[config.mk]
export PLATFORM = sky130hd
export DESIGN_NAME = sd_card_init_sequencer_core
export DESIGN_NICKNAME = d
export VERILOG_FILES = /design/src/sdinit_pkg.sv /design/src/sd_card_init_sequencer_core.sv /design/src/sdinit_step.sv
export VERILOG_INCLUDE_DIRS = /design/src /design/src/src
export SDC_FILE = /design/constraint.sdc
export NUM_CORES = 1
export LEC_CHECK = 0
export BUFFER_PORTS_ARGS = -buffer_cell sky130_fd_sc_hd__buf_2
export CORE_MARGIN = 2
export CORE_UTILIZATION = 55
export DETAILED_ROUTE_END_ITERATION = 10
export HOLD_SLACK_MARGIN = 0.1
export PLACE_DENSITY = 0.81
export SLEW_MARGIN = 10
export SYNTH_ARGS = -nofsm -noshare
export SYNTH_HDL_FRONTEND = slang
export SYNTH_SLANG_ARGS = --single-unit
[constraint.sdc]
create_clock -name clk -period 4.3 [get_ports clk]
set_clock_uncertainty 0.05 [all_clocks]
set_input_delay 0.215 -clock clk [delete_from_list [all_inputs] [get_ports clk]]
set_output_delay 0.215 -clock clk [all_outputs]
set_load 0.01 [all_outputs]
[src/sd_card_init_sequencer_core_defines.svh]
// Assertion macros shared by the SD card initialization sequencer RTL.
`ifndef SD_CARD_INIT_SEQUENCER_CORE_DEFINES_SVH
`define SD_CARD_INIT_SEQUENCER_CORE_DEFINES_SVH

// Same-cycle implication, checked at every rising edge outside reset.
`define SDI_ASSERT_NOW(lbl, ante, cons, msg) \
    lbl: assert property (@(posedge clk) disable iff (!rst_n) (ante) |-> (cons)) \
        else $error(msg);

// Next-cycle implication, checked at every rising edge outside reset.
`define SDI_ASSERT_NEXT(lbl, ante, cons, msg) \
    lbl: assert property (@(posedge clk) disable iff (!rst_n) (ante) |=> (cons)) \
        else $error(msg);

`endif

[src/sdinit_pkg.sv]
// Types and constants of the SD card initialization sequencer.
package sdinit_pkg;

    // Sequence steps, one-hot.
    typedef enum logic [13:0] {
        ST_IDLE     = 14'b00000000000001,
        ST_CMD0     = 14'b00000000000010,
        ST_CMD8     = 14'b00000000000100,
        ST_CMD55_A  = 14'b00000000001000,
        ST_ACMD41_A = 14'b00000000010000,
        ST_CMD55_P  = 14'b00000000100000,
        ST_ACMD41_P = 14'b00000001000000,
        ST_CMD2     = 14'b00000010000000,
        ST_CMD3     = 14'b00000100000000,
        ST_CMD9     = 14'b00001000000000,
        ST_CMD7     = 14'b00010000000000,
        ST_CMD16    = 14'b00100000000000,
        ST_CMD55_B  = 14'b01000000000000,
        ST_ACMD6    = 14'b10000000000000
    } step_t;

    // Event opcodes.
    localparam logic OP_START    = 1'b0;
    localparam logic OP_COMPLETE = 1'b1;

    // Command outcomes.
    localparam logic [1:0] OUT_OK      = 2'd0;
    localparam logic [1:0] OUT_NO_RESP = 2'd1;
    localparam logic [1:0] OUT_ERROR   = 2'd2;
    localparam logic [1:0] OUT_REMOVED = 2'd3;

    // Final status codes.
    localparam logic [1:0] STATUS_OK     = 2'd0;
    localparam logic [1:0] STATUS_NOCARD = 2'd1;
    localparam logic [1:0] STATUS_NOINIT = 2'd2;

    // SD command numbers.
    localparam logic [5:0] CMD_GO_IDLE    = 6'd0;
    localparam logic [5:0] CMD_ALL_CID    = 6'd2;
    localparam logic [5:0] CMD_SEND_RCA   = 6'd3;
    localparam logic [5:0] CMD_BUS_WIDTH  = 6'd6;
    localparam logic [5:0] CMD_SELECT     = 6'd7;
    localparam logic [5:0] CMD_IF_COND    = 6'd8;
    localparam logic [5:0] CMD_SEND_CSD   = 6'd9;
    localparam logic [5:0] CMD_BLOCKLEN   = 6'd16;
    localparam logic [5:0] CMD_OP_COND    = 6'd41;
    localparam logic [5:0] CMD_APP        = 6'd55;

    // Argument and response constants.
    localparam logic [31:0] CHECK_PATTERN = 32'h0000_01AA;
    localparam logic [31:0] VOLT_WINDOW   = 32'h0030_0000;
    localparam logic [31:0] HCS_BIT       = 32'h4000_0000;
    localparam logic [31:0] READY_BIT     = 32'h8000_0000;
    localparam logic [31:0] WIDTH4_ARG    = 32'h0000_0002;

    // Configuration register word indexes.
    localparam logic REG_POLL_LIMIT = 1'b0;
    localparam logic REG_BLOCK_LEN  = 1'b1;

    // One input event.
    typedef struct packed {
        logic        opcode;
        logic        card_present;
        logic [1:0]  command_outcome;
        logic [31:0] response_word0;
        logic [31:0] response_word1;
        logic [31:0] response_word2;
        logic [31:0] response_word3;
    } event_t;

    // Sequencer state carried from event to event.
    typedef struct packed {
        step_t       step;
        logic [15:0] poll_count;
        logic        capacity_flag;
        logic        version_flag;
        logic [15:0] address;
        logic [32:0] blocks;
    } card_state_t;

    // One result word.
    typedef struct packed {
        logic        issue_command;
        logic [5:0]  command_index;
        logic [31:0] command_argument;
        logic        init_done;
        logic [1:0]  init_status;
        logic        high_capacity;
        logic        csd_version_two;
        logic [15:0] relative_address;
        logic [32:0] block_count;
    } result_t;

endpackage

[src/sd_card_init_sequencer_core.sv]
// Top level of the SD card initialization sequencer: channels, registers, state.
//
//  Channel    | Direction | Signals                                  | Moves
//  -----------+-----------+------------------------------------------+-----------------------
//  s_axis     | in        | s_tvalid s_tready s_tdata s_tuser        | one event word
//  m_axis     | out       | m_tvalid m_tready m_tdata                | one result word
//  apb        | in        | psel penable pwrite paddr pwdata prdata  | register access
//
// Each event word is captured in an input register; once the result register is
// free or is being drained, the step logic decodes it against the stored sequence
// state and loads the result register, so one word is accepted every cycle while
// the result side keeps up. The state update and the result load happen at the
// same edge, which is what lets back-to-back events see fresh state.
// A stalled result register holds the input register, and s_tready then falls.
// rst_n clears the handshake and sequence state asynchronously; the configuration
// registers return to a retry limit of 1000 and a block length of 512.
`include "sd_card_init_sequencer_core_defines.svh"

module sd_card_init_sequencer_core
    import sdinit_pkg::*;
(
    input  logic         clk,
    input  logic         rst_n,

    input  logic         s_tvalid,
    output logic         s_tready,
    // Bits from 0 up: card_present, command_outcome[1:0], response_word0..3, zero pad.
    input  logic [135:0] s_tdata,
    // Bit 0: opcode.
    input  logic         s_tuser,

    output logic         m_tvalid,
    input  logic         m_tready,
    // Bits from 0 up: issue_command, command_index[5:0], command_argument[31:0],
    // init_done, init_status[1:0], high_capacity, csd_version_two,
    // relative_address[15:0], block_count[32:0], zero pad.
    output logic [95:0]  m_tdata,

    input  logic         psel,
    input  logic         penable,
    input  logic         pwrite,
    input  logic [2:0]   paddr,
    input  logic [31:0]  pwdata,
    output logic [31:0]  prdata,
    output logic         pready
);

    // Configuration registers.
    logic [15:0] poll_limit_reg;
    logic [11:0] block_len_reg;
    logic        cfg_write;

    assign pready    = 1'b1;
    assign cfg_write = psel && penable && pwrite && pready;

    always_ff @(posedge clk or negedge rst_n)
    begin
        if (!rst_n)
        begin
            poll_limit_reg <= 16'd1000;
            block_len_reg  <= 12'd512;
        end
        else if (cfg_write)
        begin
            case (paddr[2])
                REG_POLL_LIMIT: poll_limit_reg <= pwdata[15:0];
                REG_BLOCK_LEN:  block_len_reg  <= pwdata[11:0];
                default:        poll_limit_reg <= poll_limit_reg;
            endcase
        end
    end

    always_comb
    begin
        case (paddr[2])
            REG_POLL_LIMIT: prdata = {16'd0, poll_limit_reg};
            REG_BLOCK_LEN:  prdata = {20'd0, block_len_reg};
            default:        prdata = '0;
        endcase
    end

    // Input register and result register with their valid flags.
    logic        in_valid_reg;
    event_t      in_event_reg;
    logic        out_valid_reg;
    result_t     out_result_reg;
    card_state_t state_reg;

    card_state_t state_next;
    logic        has_result;
    result_t     result_next;
    logic        advance;

    // The held event moves on once the result register is free or is being drained.
    assign advance  = in_valid_reg && (!out_valid_reg || m_tready);
    assign s_tready = !in_valid_reg || advance;

    sdinit_step u_step (
        .cur              (state_reg),
        .evt              (in_event_reg),
        .poll_retry_limit (poll_limit_reg),
        .block_length     (block_len_reg),
        .nxt              (state_next),
        .has_result       (has_result),
        .res              (result_next)
    );

    always_ff @(posedge clk or negedge rst_n)
    begin
        if (!rst_n)
            in_valid_reg <= 1'b0;
        else if (s_tready)
            in_valid_reg <= s_tvalid;
    end

    always_ff @(posedge clk)
    begin
        if (s_tvalid && s_tready)
        begin
            in_event_reg.opcode          <= s_tuser;
            in_event_reg.card_present    <= s_tdata[0];
            in_event_reg.command_outcome <= s_tdata[2:1];
            in_event_reg.response_word0  <= s_tdata[34:3];
            in_event_reg.response_word1  <= s_tdata[66:35];
            in_event_reg.response_word2  <= s_tdata[98:67];
            in_event_reg.response_word3  <= s_tdata[130:99];
        end
    end

    always_ff @(posedge clk or negedge rst_n)
    begin
        if (!rst_n)
        begin
            state_reg.step          <= ST_IDLE;
            state_reg.poll_count    <= '0;
            state_reg.capacity_flag <= 1'b0;
            state_reg.version_flag  <= 1'b0;
            state_reg.address       <= '0;
            state_reg.blocks        <= '0;
        end
        else if (advance)
            state_reg <= state_next;
    end

    always_ff @(posedge clk or negedge rst_n)
    begin
        if (!rst_n)
            out_valid_reg <= 1'b0;
        else if (advance)
            out_valid_reg <= has_result;
        else if (m_tready)
            out_valid_reg <= 1'b0;
    end

    always_ff @(posedge clk)
    begin
        if (advance && has_result)
            out_result_reg <= result_next;
    end

    assign m_tvalid = out_valid_reg;
    assign m_tdata  = {3'd0,
                       out_result_reg.block_count,
                       out_result_reg.relative_address,
                       out_result_reg.csd_version_two,
                       out_result_reg.high_capacity,
                       out_result_reg.init_status,
                       out_result_reg.init_done,
                       out_result_reg.command_argument,
                       out_result_reg.command_index,
                       out_result_reg.issue_command};

    // A result either issues a command or ends the run, never both or neither.
    `SDI_ASSERT_NOW(a_issue_xor_done, out_valid_reg,
        out_result_reg.issue_command != out_result_reg.init_done,
        "result both issues a command and ends the run")
    // A version 1 CSD never yields a capacity that needs the top bit.
    `SDI_ASSERT_NOW(a_v1_capacity_range, out_valid_reg && !out_result_reg.csd_version_two,
        out_result_reg.block_count[32] == 1'b0,
        "version 1 capacity overflows 32 bits")
    // A full input register behind a stalled result must not take another word.
    `SDI_ASSERT_NOW(a_stall_blocks_input, in_valid_reg && out_valid_reg && !m_tready,
        !s_tready, "input accepted while both registers are blocked")
    // An ended run leaves the sequencer idle.
    `SDI_ASSERT_NEXT(a_done_goes_idle, advance && has_result && result_next.init_done,
        state_reg.step == ST_IDLE, "sequence not idle after the run ended")

endmodule

[src/sdinit_step.sv]
// Next-state and result logic of the SD card initialization sequencer.
module sdinit_step
    import sdinit_pkg::*;
(
    input  card_state_t cur,
    input  event_t      evt,
    input  logic [15:0] poll_retry_limit,
    input  logic [11:0] block_length,
    output card_state_t nxt,
    output logic        has_result,
    output result_t     res
);

    // Capacity in 512-byte blocks from the CSD words.
    function automatic logic [32:0] csd_blocks(input logic [31:0] w1, input logic [31:0] w2,
                                               input logic v2);
        logic [3:0]  bl;
        logic [12:0] cs1;
        logic [3:0]  sh;
        logic [22:0] cs2;
        begin
            if (!v2)
            begin
                bl  = (w2[11:8] < 4'd9) ? 4'd9 : w2[11:8];
                cs1 = {1'b0, w2[1:0], w1[31:22]} + 13'd1;
                sh  = {1'b0, w1[9:7]} + 4'd2 + (bl - 4'd9);
                csd_blocks = {20'd0, cs1} << sh;
            end
            else
            begin
                cs2 = {1'b0, w1[29:8]} + 23'd1;
                csd_blocks = {cs2, 10'd0};
            end
        end
    endfunction

    logic        ok;
    logic [31:0] rca_arg;
    logic        poll_over;

    assign ok        = (evt.command_outcome == OUT_OK);
    assign rca_arg   = {cur.address, 16'd0};
    assign poll_over = (cur.poll_count >= poll_retry_limit);

    always_comb
    begin
        nxt        = cur;
        has_result = 1'b1;
        res        = '0;

        if (evt.opcode == OP_START)
        begin
            nxt.capacity_flag = 1'b0;
            nxt.version_flag  = 1'b0;
            nxt.address       = '0;
            nxt.blocks        = '0;
            nxt.poll_count    = '0;
            if (!evt.card_present)
            begin
                nxt.step        = ST_IDLE;
                res.init_done   = 1'b1;
                res.init_status = STATUS_NOCARD;
            end
            else
            begin
                nxt.step          = ST_CMD0;
                res.issue_command = 1'b1;
                res.command_index = CMD_GO_IDLE;
            end
        end
        else
        begin
            // Every step issues a command unless the run ends below, on a failure or after ACMD6.
            res.issue_command = 1'b1;
            case (cur.step)
                ST_CMD0:
                begin
                    nxt.step             = ST_CMD8;
                    res.command_index    = CMD_IF_COND;
                    res.command_argument = CHECK_PATTERN;
                    if (!ok)
                        res.issue_command = 1'b0;
                end
                ST_CMD8:
                begin
                    nxt.step          = ST_CMD55_A;
                    res.command_index = CMD_APP;
                    if (ok)
                    begin
                        if (evt.response_word0 != CHECK_PATTERN)
                            res.issue_command = 1'b0;
                        else
                            nxt.capacity_flag = 1'b1;
                    end
                    else if (evt.command_outcome != OUT_NO_RESP)
                        res.issue_command = 1'b0;
                end
                ST_CMD55_A:
                begin
                    nxt.step          = ST_ACMD41_A;
                    res.command_index = CMD_OP_COND;
                end
                ST_ACMD41_A:
                begin
                    if (!ok)
                        res.issue_command = 1'b0;
                    else if ((evt.response_word0 & VOLT_WINDOW) != '0)
                    begin
                        nxt.poll_count    = '0;
                        nxt.step          = ST_CMD55_P;
                        res.command_index = CMD_APP;
                    end
                    else
                    begin
                        nxt.step          = ST_CMD2;
                        res.command_index = CMD_ALL_CID;
                    end
                end
                ST_CMD55_P:
                begin
                    nxt.poll_count       = cur.poll_count + 16'd1;
                    nxt.step             = ST_ACMD41_P;
                    res.command_index    = CMD_OP_COND;
                    res.command_argument = VOLT_WINDOW | (cur.capacity_flag ? HCS_BIT : '0);
                end
                ST_ACMD41_P:
                begin
                    if (!ok)
                        res.issue_command = 1'b0;
                    else if (((evt.response_word0 & READY_BIT) == '0) && !poll_over)
                    begin
                        nxt.step          = ST_CMD55_P;
                        res.command_index = CMD_APP;
                    end
                    else
                    begin
                        if (poll_over || ((evt.response_word0 & HCS_BIT) == '0))
                            nxt.capacity_flag = 1'b0;
                        nxt.step          = ST_CMD2;
                        res.command_index = CMD_ALL_CID;
                    end
                end
                ST_CMD2:
                begin
                    nxt.step          = ST_CMD3;
                    res.command_index = CMD_SEND_RCA;
                    if (!ok)
                        res.issue_command = 1'b0;
                end
                ST_CMD3:
                begin
                    if (!ok)
                        res.issue_command = 1'b0;
                    else
                    begin
                        nxt.address          = evt.response_word0[31:16];
                        nxt.step             = ST_CMD9;
                        res.command_index    = CMD_SEND_CSD;
                        res.command_argument = {evt.response_word0[31:16], 16'd0};
                    end
                end
                ST_CMD9:
                begin
                    if (!ok)
                        res.issue_command = 1'b0;
                    else
                    begin
                        nxt.version_flag     = (evt.response_word3[23:22] != 2'b00);
                        nxt.blocks           = csd_blocks(evt.response_word1,
                                                          evt.response_word2,
                                                          nxt.version_flag);
                        nxt.step             = ST_CMD7;
                        res.command_index    = CMD_SELECT;
                        res.command_argument = rca_arg;
                    end
                end
                ST_CMD7:
                begin
                    nxt.step             = ST_CMD16;
                    res.command_index    = CMD_BLOCKLEN;
                    res.command_argument = {20'd0, block_length};
                    if (!ok)
                        res.issue_command = 1'b0;
                end
                ST_CMD16:
                begin
                    nxt.step             = ST_CMD55_B;
                    res.command_index    = CMD_APP;
                    res.command_argument = rca_arg;
                    if (!ok)
                        res.issue_command = 1'b0;
                end
                ST_CMD55_B:
                begin
                    nxt.step             = ST_ACMD6;
                    res.command_index    = CMD_BUS_WIDTH;
                    res.command_argument = WIDTH4_ARG;
                end
                ST_ACMD6:
                begin
                    res.issue_command = 1'b0;
                end
                default:
                begin
                    // A completion with no run in progress is dropped.
                    has_result        = 1'b0;
                    res.issue_command = 1'b0;
                end
            endcase

            // The run ends here: success after ACMD6, otherwise a failure.
            if (has_result && !res.issue_command)
            begin
                nxt.step             = ST_IDLE;
                nxt.poll_count       = cur.poll_count;
                nxt.capacity_flag    = cur.capacity_flag;
                nxt.version_flag     = cur.version_flag;
                nxt.address          = cur.address;
                nxt.blocks           = cur.blocks;
                res.command_index    = '0;
                res.command_argument = '0;
                res.init_done        = 1'b1;
                res.init_status      = (cur.step == ST_ACMD6 && ok) ? STATUS_OK
                                                                    : STATUS_NOINIT;
            end
        end

        res.high_capacity    = nxt.capacity_flag;
        res.csd_version_two  = nxt.version_flag;
        res.relative_address = nxt.address;
        res.block_count      = nxt.blocks;
    end

endmodule
* Word-level counts from Yosys, hierarchy flattened
Cells that the tools add are included.
Storage, ports and cells: ROM bits 0, word-level logic and storage cells 145, bits of input ports 179, output and inout bits 131, memory bits (writable) 0, flip-flop bits (word level) 308, latch bits 0, memories kept 0
Operators by class: order comparisons 2, eq/ne operators 24, shifts and indexed selects 1, mux-type cells 53, multipliers 0, $add $sub $neg 6, divide/modulo/power cells 0, bitwise gates (word level) 2, reductions and logical operators 31
Operator list (count):
- 32-bit case mux with 7 select lines | 1
- 14-bit case mux with 12 select lines | 1
- 81-bit 2-to-1 mux | 2
- 33-bit 2-to-1 mux | 3
- 32-bit zero test | 2
- 32-bit case mux with 2 select lines | 1
- 6-bit case mux with 10 select lines | 1
- 16-bit 2-to-1 mux | 3
- 14-bit 2-to-1 mux | 3
- 41-bit 2-to-1 mux | 1
- 36-bit 2-to-1 mux | 1
- 35-bit 2-to-1 mux | 1
- 13-bit by 4-bit << shifter with 33-bit output | 1
- 32-bit by 9-bit != test with 1-bit output (second input constant) | 1
- 16-bit case mux with 2 select lines | 1
- 32-bit nonzero test | 1
- 31-bit 2-to-1 mux | 1
- 30-bit 2-to-1 mux | 1
- 6-bit 2-to-1 mux | 4
- 22-bit by 1-bit adder with 23-bit output (second input constant) | 1
- 1-bit 2-to-1 mux | 17
- 16-bit by 1-bit adder with 16-bit output (second input constant) | 1
- 16-bit >= comparator | 1
- 8-bit 2-to-1 mux | 2
- 43 further kinds | 67

* Depth between registers and ports, before layout
Gate-level depths: netlist of run 1.
depth in word-level cells 10, mapped depth 12, depth with buffers taken out 11

* By module
Synthesis of run 1 repeated with hierarchy kept, for this count alone.
Unflattened totals: cells, all modules 1360, area total of the unflattened synthesis 16507.1 um^2
By module, submodules not included:
- sd_card_init_sequencer_core | cells an instance 506, area an instance 11325.9 um^2, times used 1, seq. area each 9544.2 um^2
- sdinit_step | cells an instance 854, area an instance 5181.2 um^2, times used 1, seq. area each 0.0 um^2

* Worst setup path after synthesis of run 1
OpenSTA, ideal clock, no wires.
path kind reg2reg, start reg state_reg[69] (netlist name), end reg out_result_reg, in the netlist m_tdata[0] (enable), setup time 443 ps, required time 3807 ps, clock period less this slack 3822 ps, path buffers 1, path slack 478 ps, arrival 3329 ps, cell stages (with the launch flop) 8, cells stage by stage dfrtp_1 > nor4_4 > nand4b_1 > o22ai_1 > nor3_1 > nand2b_1 > clkbuf_1 > inv_1
Between the ends: cells in the longest elaborated chain, start to end 6, elaborated cells between the ends (all ways) 18
Ends and longest elaborated chain:
- from (decl) | RTL line sd_card_init_sequencer_core.sv:87 | card_state_t state_reg;
- from (signal assigned) | RTL line sd_card_init_sequencer_core.sv:142 | state_reg <= state_next;
- 14-bit by 2-bit == test with 1-bit output, or another cell as far along | RTL line sdinit_step.sv:75 | case (cur.step)
- 13-bit OR reduction (no source line) (*)
- 1-bit 2-to-1 mux (*) | RTL line sdinit_step.sv:75
- 1-bit 2-to-1 mux (*) (2 in series) | RTL line sdinit_step.sv:51 | if (evt.opcode == OP_START)
- 1-bit logical AND (*) | RTL line sd_card_init_sequencer_core.sv:157 | if (advance && has_result)
- to (signal assigned) | RTL line sd_card_init_sequencer_core.sv:158 | out_result_reg <= result_next;
- to (decl) | RTL line sd_card_init_sequencer_core.sv:86 | result_t out_result_reg;
Every way passes the cells marked *; elsewhere a longest branch is shown, timed or not. The select of a mux whose other input is x is not followed. A chain may end at the register's enable or synchronous reset.

==> impl_metrics.ini, run 1 <==
[drt]
routed_wl_um = 37900
post_drt_via_cell_ratio = 6.00
vias = 11665
route.detailed.drc = 0
drt-initial-drc-count = 1057
dr.pass1.iters = 6
postRouteAntennaNets = 0
detail_route.wl_per_cell_um = 19.5

[finish]
fin_cells = 1944
nets = 1794
drive_above_1_share = 0.215
diodes = 0
area_delta_synth_final_pct = 21.9
fin_area_um2 = 16900
fillCellCount = 1849
largest_reg_flops = 89

[pwr]
p_switching_mw = 2.43
p_per_area_nw_per_um2 = 449
peakVddDrop_uv = 327
p_sw_frac = 0.321
power_leakage_nw = 6.82
p_seq_frac = 0.455
power_mw = 7.58
p_int_mw = 5.14
p_clk_frac = 0.305
pwr-share-comb = 0.239

[floorplanning]
initial_utilization = 0.555
dieArea_um2 = 26500
ioPinCount = 310
die_x_um = 163
coreArea_um2 = 25000
dieHeight_um = 163
rows = 58

[setup_path]
path_class = reg2reg
cp_top_family = compound AO/OA/AOI/OAI gates
crit_chain = nor2_1, nor3b_1, ha_1, fa_1, inv_1, a311oi_1, nor4_1, a21oi_1, nand2_1, a311o_1, o2111a_1
cp.depth = 11
critPathMaxFanout = 14
crit_slowest_cell = fa_1
crit_buf_inv = 1
worstSetupEndpointType = register
rr_startpoint = in_event_reg[42]
critical_path_arrival_ns = 3.98
r2r_cells = 11
rrSetupSlack_ns = 0.59
r2r-end = m_tdata[74]
cpPeakStageDelay_ns = 0.75
crit_required_ns = 4.56
start_kind = register

[synth]
syn_area_um2 = 13800
synth-main-ff-cell = edfxtp_1
synth-edff-count = 158
synth_cell_type_count = 90
yosys_warnings = 0
yosysMostFrequentCell = nand2_1
synthTopCellsByArea = edfxtp_1, dfrtp_1, nand2_1
postSynthAreaPerCell_um2 = 10.4
async_flop_share = 0.413
synth.largest_area_cell = edfxtp_1
ys_seq_area_frac = 0.544
synth_common_cells = nand2_1, edfxtp_1, dfrtp_1, o21ai_0, nor2_1
syn_inst = 1327
ys_ff_latch = 269
yosys.area.top_type_share = 0.343

[placement]
placedCellCount = 1802
io_buffers = 199
routabilityCongestion = 0.971
dpl-instance-area_um2 = 15100
dp_hpwl_um = 25000

[grt]
track_usage = 0.284
antenna_found_initial = 0
grt_pass1_vias = 11014
grt_overflow = 0
grt_pass1_wl_um = 58900
grt_max_degree = 70

[timing]
rsz0062_at_grt = false
fin_crit_sh = 0.863
slew_headroom = 0.265
fmax_ghz = 0.269
hold_viol = 0
min_period_ns = 3.71
finalSetupViolations = 0
slew_viol_final = 0
tns_ns = 0
tightest_slew_ns = 1.10
hold_ws_ns = 0.168

[clock_network]
cts_root_buf = clkbuf_16
clock_latency_ns = 0.56
ctsHtreeMaxLevel = 1
cts_setup_buffers = 0
cts_max_path_buffers = 3
cts.sinks = 269
cts_resized = 0
clk_pin_slew_ns = 0.06
cts_made_buffers = 28
cts_tree = done

[worst_hold_path]
hold_path.class = in2async

[job]
drv_cap = 0

[outcome]
status = finished clean
## metal layers
layer  share of wire  up-vias  global-route usage
met2            0.49      573               0.482
met4           0.038        0               0.106
met5               0        -                   0
met3           0.071       97              0.0387
met1            0.40     5614               0.374
li1                -     5381                   -
## power by group through the flow
stage	Combinational, mW	Clock [mW]	Sequential [mW]
2_1_floorplan	1.04	0	3.52
3_3_place_gp	1.66	0	3.47
3_5_place_dp	1.70	0	3.49
4_1_cts	1.78	2.35	3.44
5_1_grt	1.98	2.44	3.49
6_report	1.81	2.31	3.45
## stage by stage
stage	setup slack [ns]	utilization
finish	0.589	0.676
global route	0.317	0.676
CTS	0.672	0.676
detailed placement	0.688	0.604
global placement	0.776	0.604
floorplan	0.478	-
## cell families (layout without fill, tap and decap cells)
group	count (synthesis)	in the layout	synth area share
AOI/OAI and AO/OA	320	320	0.151
other	2	24	0.000542
DFF	269	269	0.544
buffers and inverters	139	404	0.0461
adders and majority gates	23	23	0.0213
xor gates and xnor gates	45	45	0.0285
and+or+nand+nor	488	488	0.176
muxes	41	41	0.0331
## layout by cell type (no fill, tap or decap), types with 29 or more instances in the layout
cell / synthesis / layout
dfrtp_1: 103 / 103
buf_2: 12 / 198
buf_4: 27 / 29
nand3_1: 40 / 40
nand4_1: 31 / 31
a21oi_1: 66 / 66
dlygate4sd3_1: 0 / 90
edfxtp_1: 158 / 158
nand2_1: 204 / 204
o21ai_0: 103 / 102
mux2_2: 38 / 38
nor2_1: 76 / 76
inv_1: 33 / 32
## what timing repair did
item                       in CTS  in global routing
hold endpoints to repair      153                  0
setup endpoints to repair       0                  0
hold buffers                   90                  0
## worst max-delay path by stage
stage                                 from          end  slack [ns]
after floorplan              state_reg[69]   m_tdata[0]        0.48
after detailed placement  in_event_reg[42]  m_tdata[74]        0.69
after CTS                 in_event_reg[42]  m_tdata[74]        0.67
after global routing      in_event_reg[42]  m_tdata[74]        0.32
final                     in_event_reg[42]  m_tdata[74]        0.59
after global placement    in_event_reg[42]  m_tdata[74]        0.78
## layout make-up
cell class / count / area, µm² / area share
tap: 330 / 413 / 0.0245
inverter: 34 / 129 / 0.00764
multi-input combinational: 941 / 5780 / 0.342
clock inverter: 23 / 180 / 0.0107
sequential: 269 / 7530 / 0.446
clock buffer: 29 / 714 / 0.0423
timing repair buffer: 318 / 2130 / 0.126
Power figures use the tool's default switching activity.
==> run 2: changes to the inputs <==
REMOVE_ABC_BUFFERS = 1   (was unset)
==> run 2 against run 1 <==
Compared with the run above: worst hold slack gained 0.15 ns; critical path depth shrank 6; utilization shrank 0.065 points; sequential share of layout area is essentially flat; power grew 0.15%; critical endpoint is now m_tdata[78]; via count shrank 1.5%; combinational power is essentially flat; flip-flop and latch count is the same; global-route usage shrank 0.66 points.
==> impl_metrics.ini, run 2 (same netlist as run 1, synthesis figures left out) <==
[setup_path]
cpPeakStageDelay_ns = 0.83
critPathMaxFanout = 12
crit_required_ns = 4.49
start_kind = register
crit_slowest_cell = nor4_4
path_class = reg2reg
crit_chain = nor4_4, nand2_2, nor4_4, nand2_1, o31ai_1
crit_top_cell = nor4_4
worstSetupEndpointType = register
critical_path_arrival_ns = 3.70

[clock_network]
cts_setup_buffers = 0
clk_pin_slew_ns = 0.07
cts_max_path_buffers = 3
cts.sinks = 269
clock_latency_ns = 0.55
cts_tree = done
hold_buffers = 89
cts_made_buffers = 27
cts_root_buf = clkbuf_16
cts_resized = 0
ctsHtreeMaxLevel = 1

[placement]
io_buffers = 199
dpl-instance-area_um2 = 15100
routabilityCongestion = 0.942
dp_hpwl_um = 24500

[grt]
grt_max_degree = 75
grt_overflow = 0
grt_pass1_wl_um = 57900
grt_pass1_vias = 11173
track_usage = 0.277
antenna_found_initial = 0

[drt]
drt-initial-drc-count = 1182
vias = 11492
route.detailed.drc = 0
dr_wl_met2_um = 18900
wl_met3_um = 2440
met1_length_um = 14500
postRouteAntennaNets = 0
post_drt_via_cell_ratio = 5.92
dr.pass1.iters = 7
top_layer = met4
routed_wl_um = 37000
detail_route.wl_per_cell_um = 19.1

[timing]
slew_headroom = 0.316
tns_ns = 0
rsz0062_at_grt = false
min_period_ns = 3.51
tightest_slew_ns = 1.02
hold_viol = 0
fin_crit_sh = 0.815
slew_viol_final = 0
fmax_ghz = 0.285
hold_ws_ns = 0.319
finalSetupViolations = 0

[floorplanning]
initial_utilization = 0.555
dieArea_um2 = 26500
rows = 58
ioPinCount = 310
coreArea_um2 = 25000
die_x_um = 163
dieHeight_um = 163

[pwr]
power_leakage_nw = 6.82
p_per_area_nw_per_um2 = 450
peakVddDrop_uv = 339

[finish]
nets = 1792
largest_reg_flops = 89
fin_area_um2 = 16900
most-common-layout-cells = nand2_1, buf_2, edfxtp_1, dfrtp_1, o21ai_0
diodes = 0
area_delta_synth_final_pct = 21.8
mostFrequentLayoutCell = nand2_1
drive_above_1_share = 0.218

[worst_hold_path]
hold_path.class = in2async

[outcome]
status = finished clean

[job]
drv_cap = 0
[run 2: layout make-up]
cell class / count / area, µm²
Fill cell: 1875 / 8110
Sequential cell: 269 / 7530
Multi-Input combinational cell: 941 / 5770
Timing Repair Buffer: 317 / 2120
Clock buffer: 29 / 693
Tap cell: 330 / 413
Clock inverter: 21 / 199
Inverter: 34 / 129
[run 2: path summary, 6_finish.rpt]
kind | start | endpoint | slack, ns | depth (start not counted)
hold reg to reg | state_reg[20] | state_reg[20] | 0.43 | 2
setup reg to reg | state_reg[70] | m_tdata[78] | 0.79 | 5
hold / removal | rst_n | block_len_reg[8] | 0.32 | 2
min in group clk | s_tdata[76] | in_event_reg[41] | 0.33 | 2
setup / recovery | state_reg[70] | m_tdata[78] | 0.79 | 5
max in group asynchronous | rst_n | poll_limit_reg[7] | 2.73 | 3
[run 2: routing by layer]
layer	vias to the layer above	global-route usage
li1	5371	-
met1	5516	0.346
met2	523	0.498
met3	82	0.0351
met4	0	0.0965
met5	-	0
[run 2: power by group]
part | internal (mW) | switching (mW)
logic | 0.666 | 1.13
clock network | 1.31 | 1.04
registers | 3.20 | 0.244
total | 5.18 | 2.41
[run 2: critical path: cells and delay by family, from the launching register on]
family / cells / cell delay, ns
simple gates: 4 / 2.02
compound gates: 1 / 0.64
flops: 1 / 0.50
[run 2: stage by stage]
stage	instances	util	total power, mW	setup slack, ns
6_report	1941	0.675	7.59	0.795
3_5_place_dp	1802	0.604	5.18	0.917
2_1_floorplan	1244	-	4.49	0.0730
4_1_cts	1941	0.675	7.59	0.887
5_1_grt	1941	0.675	7.95	0.709
3_3_place_gp	1802	0.604	5.12	0.936
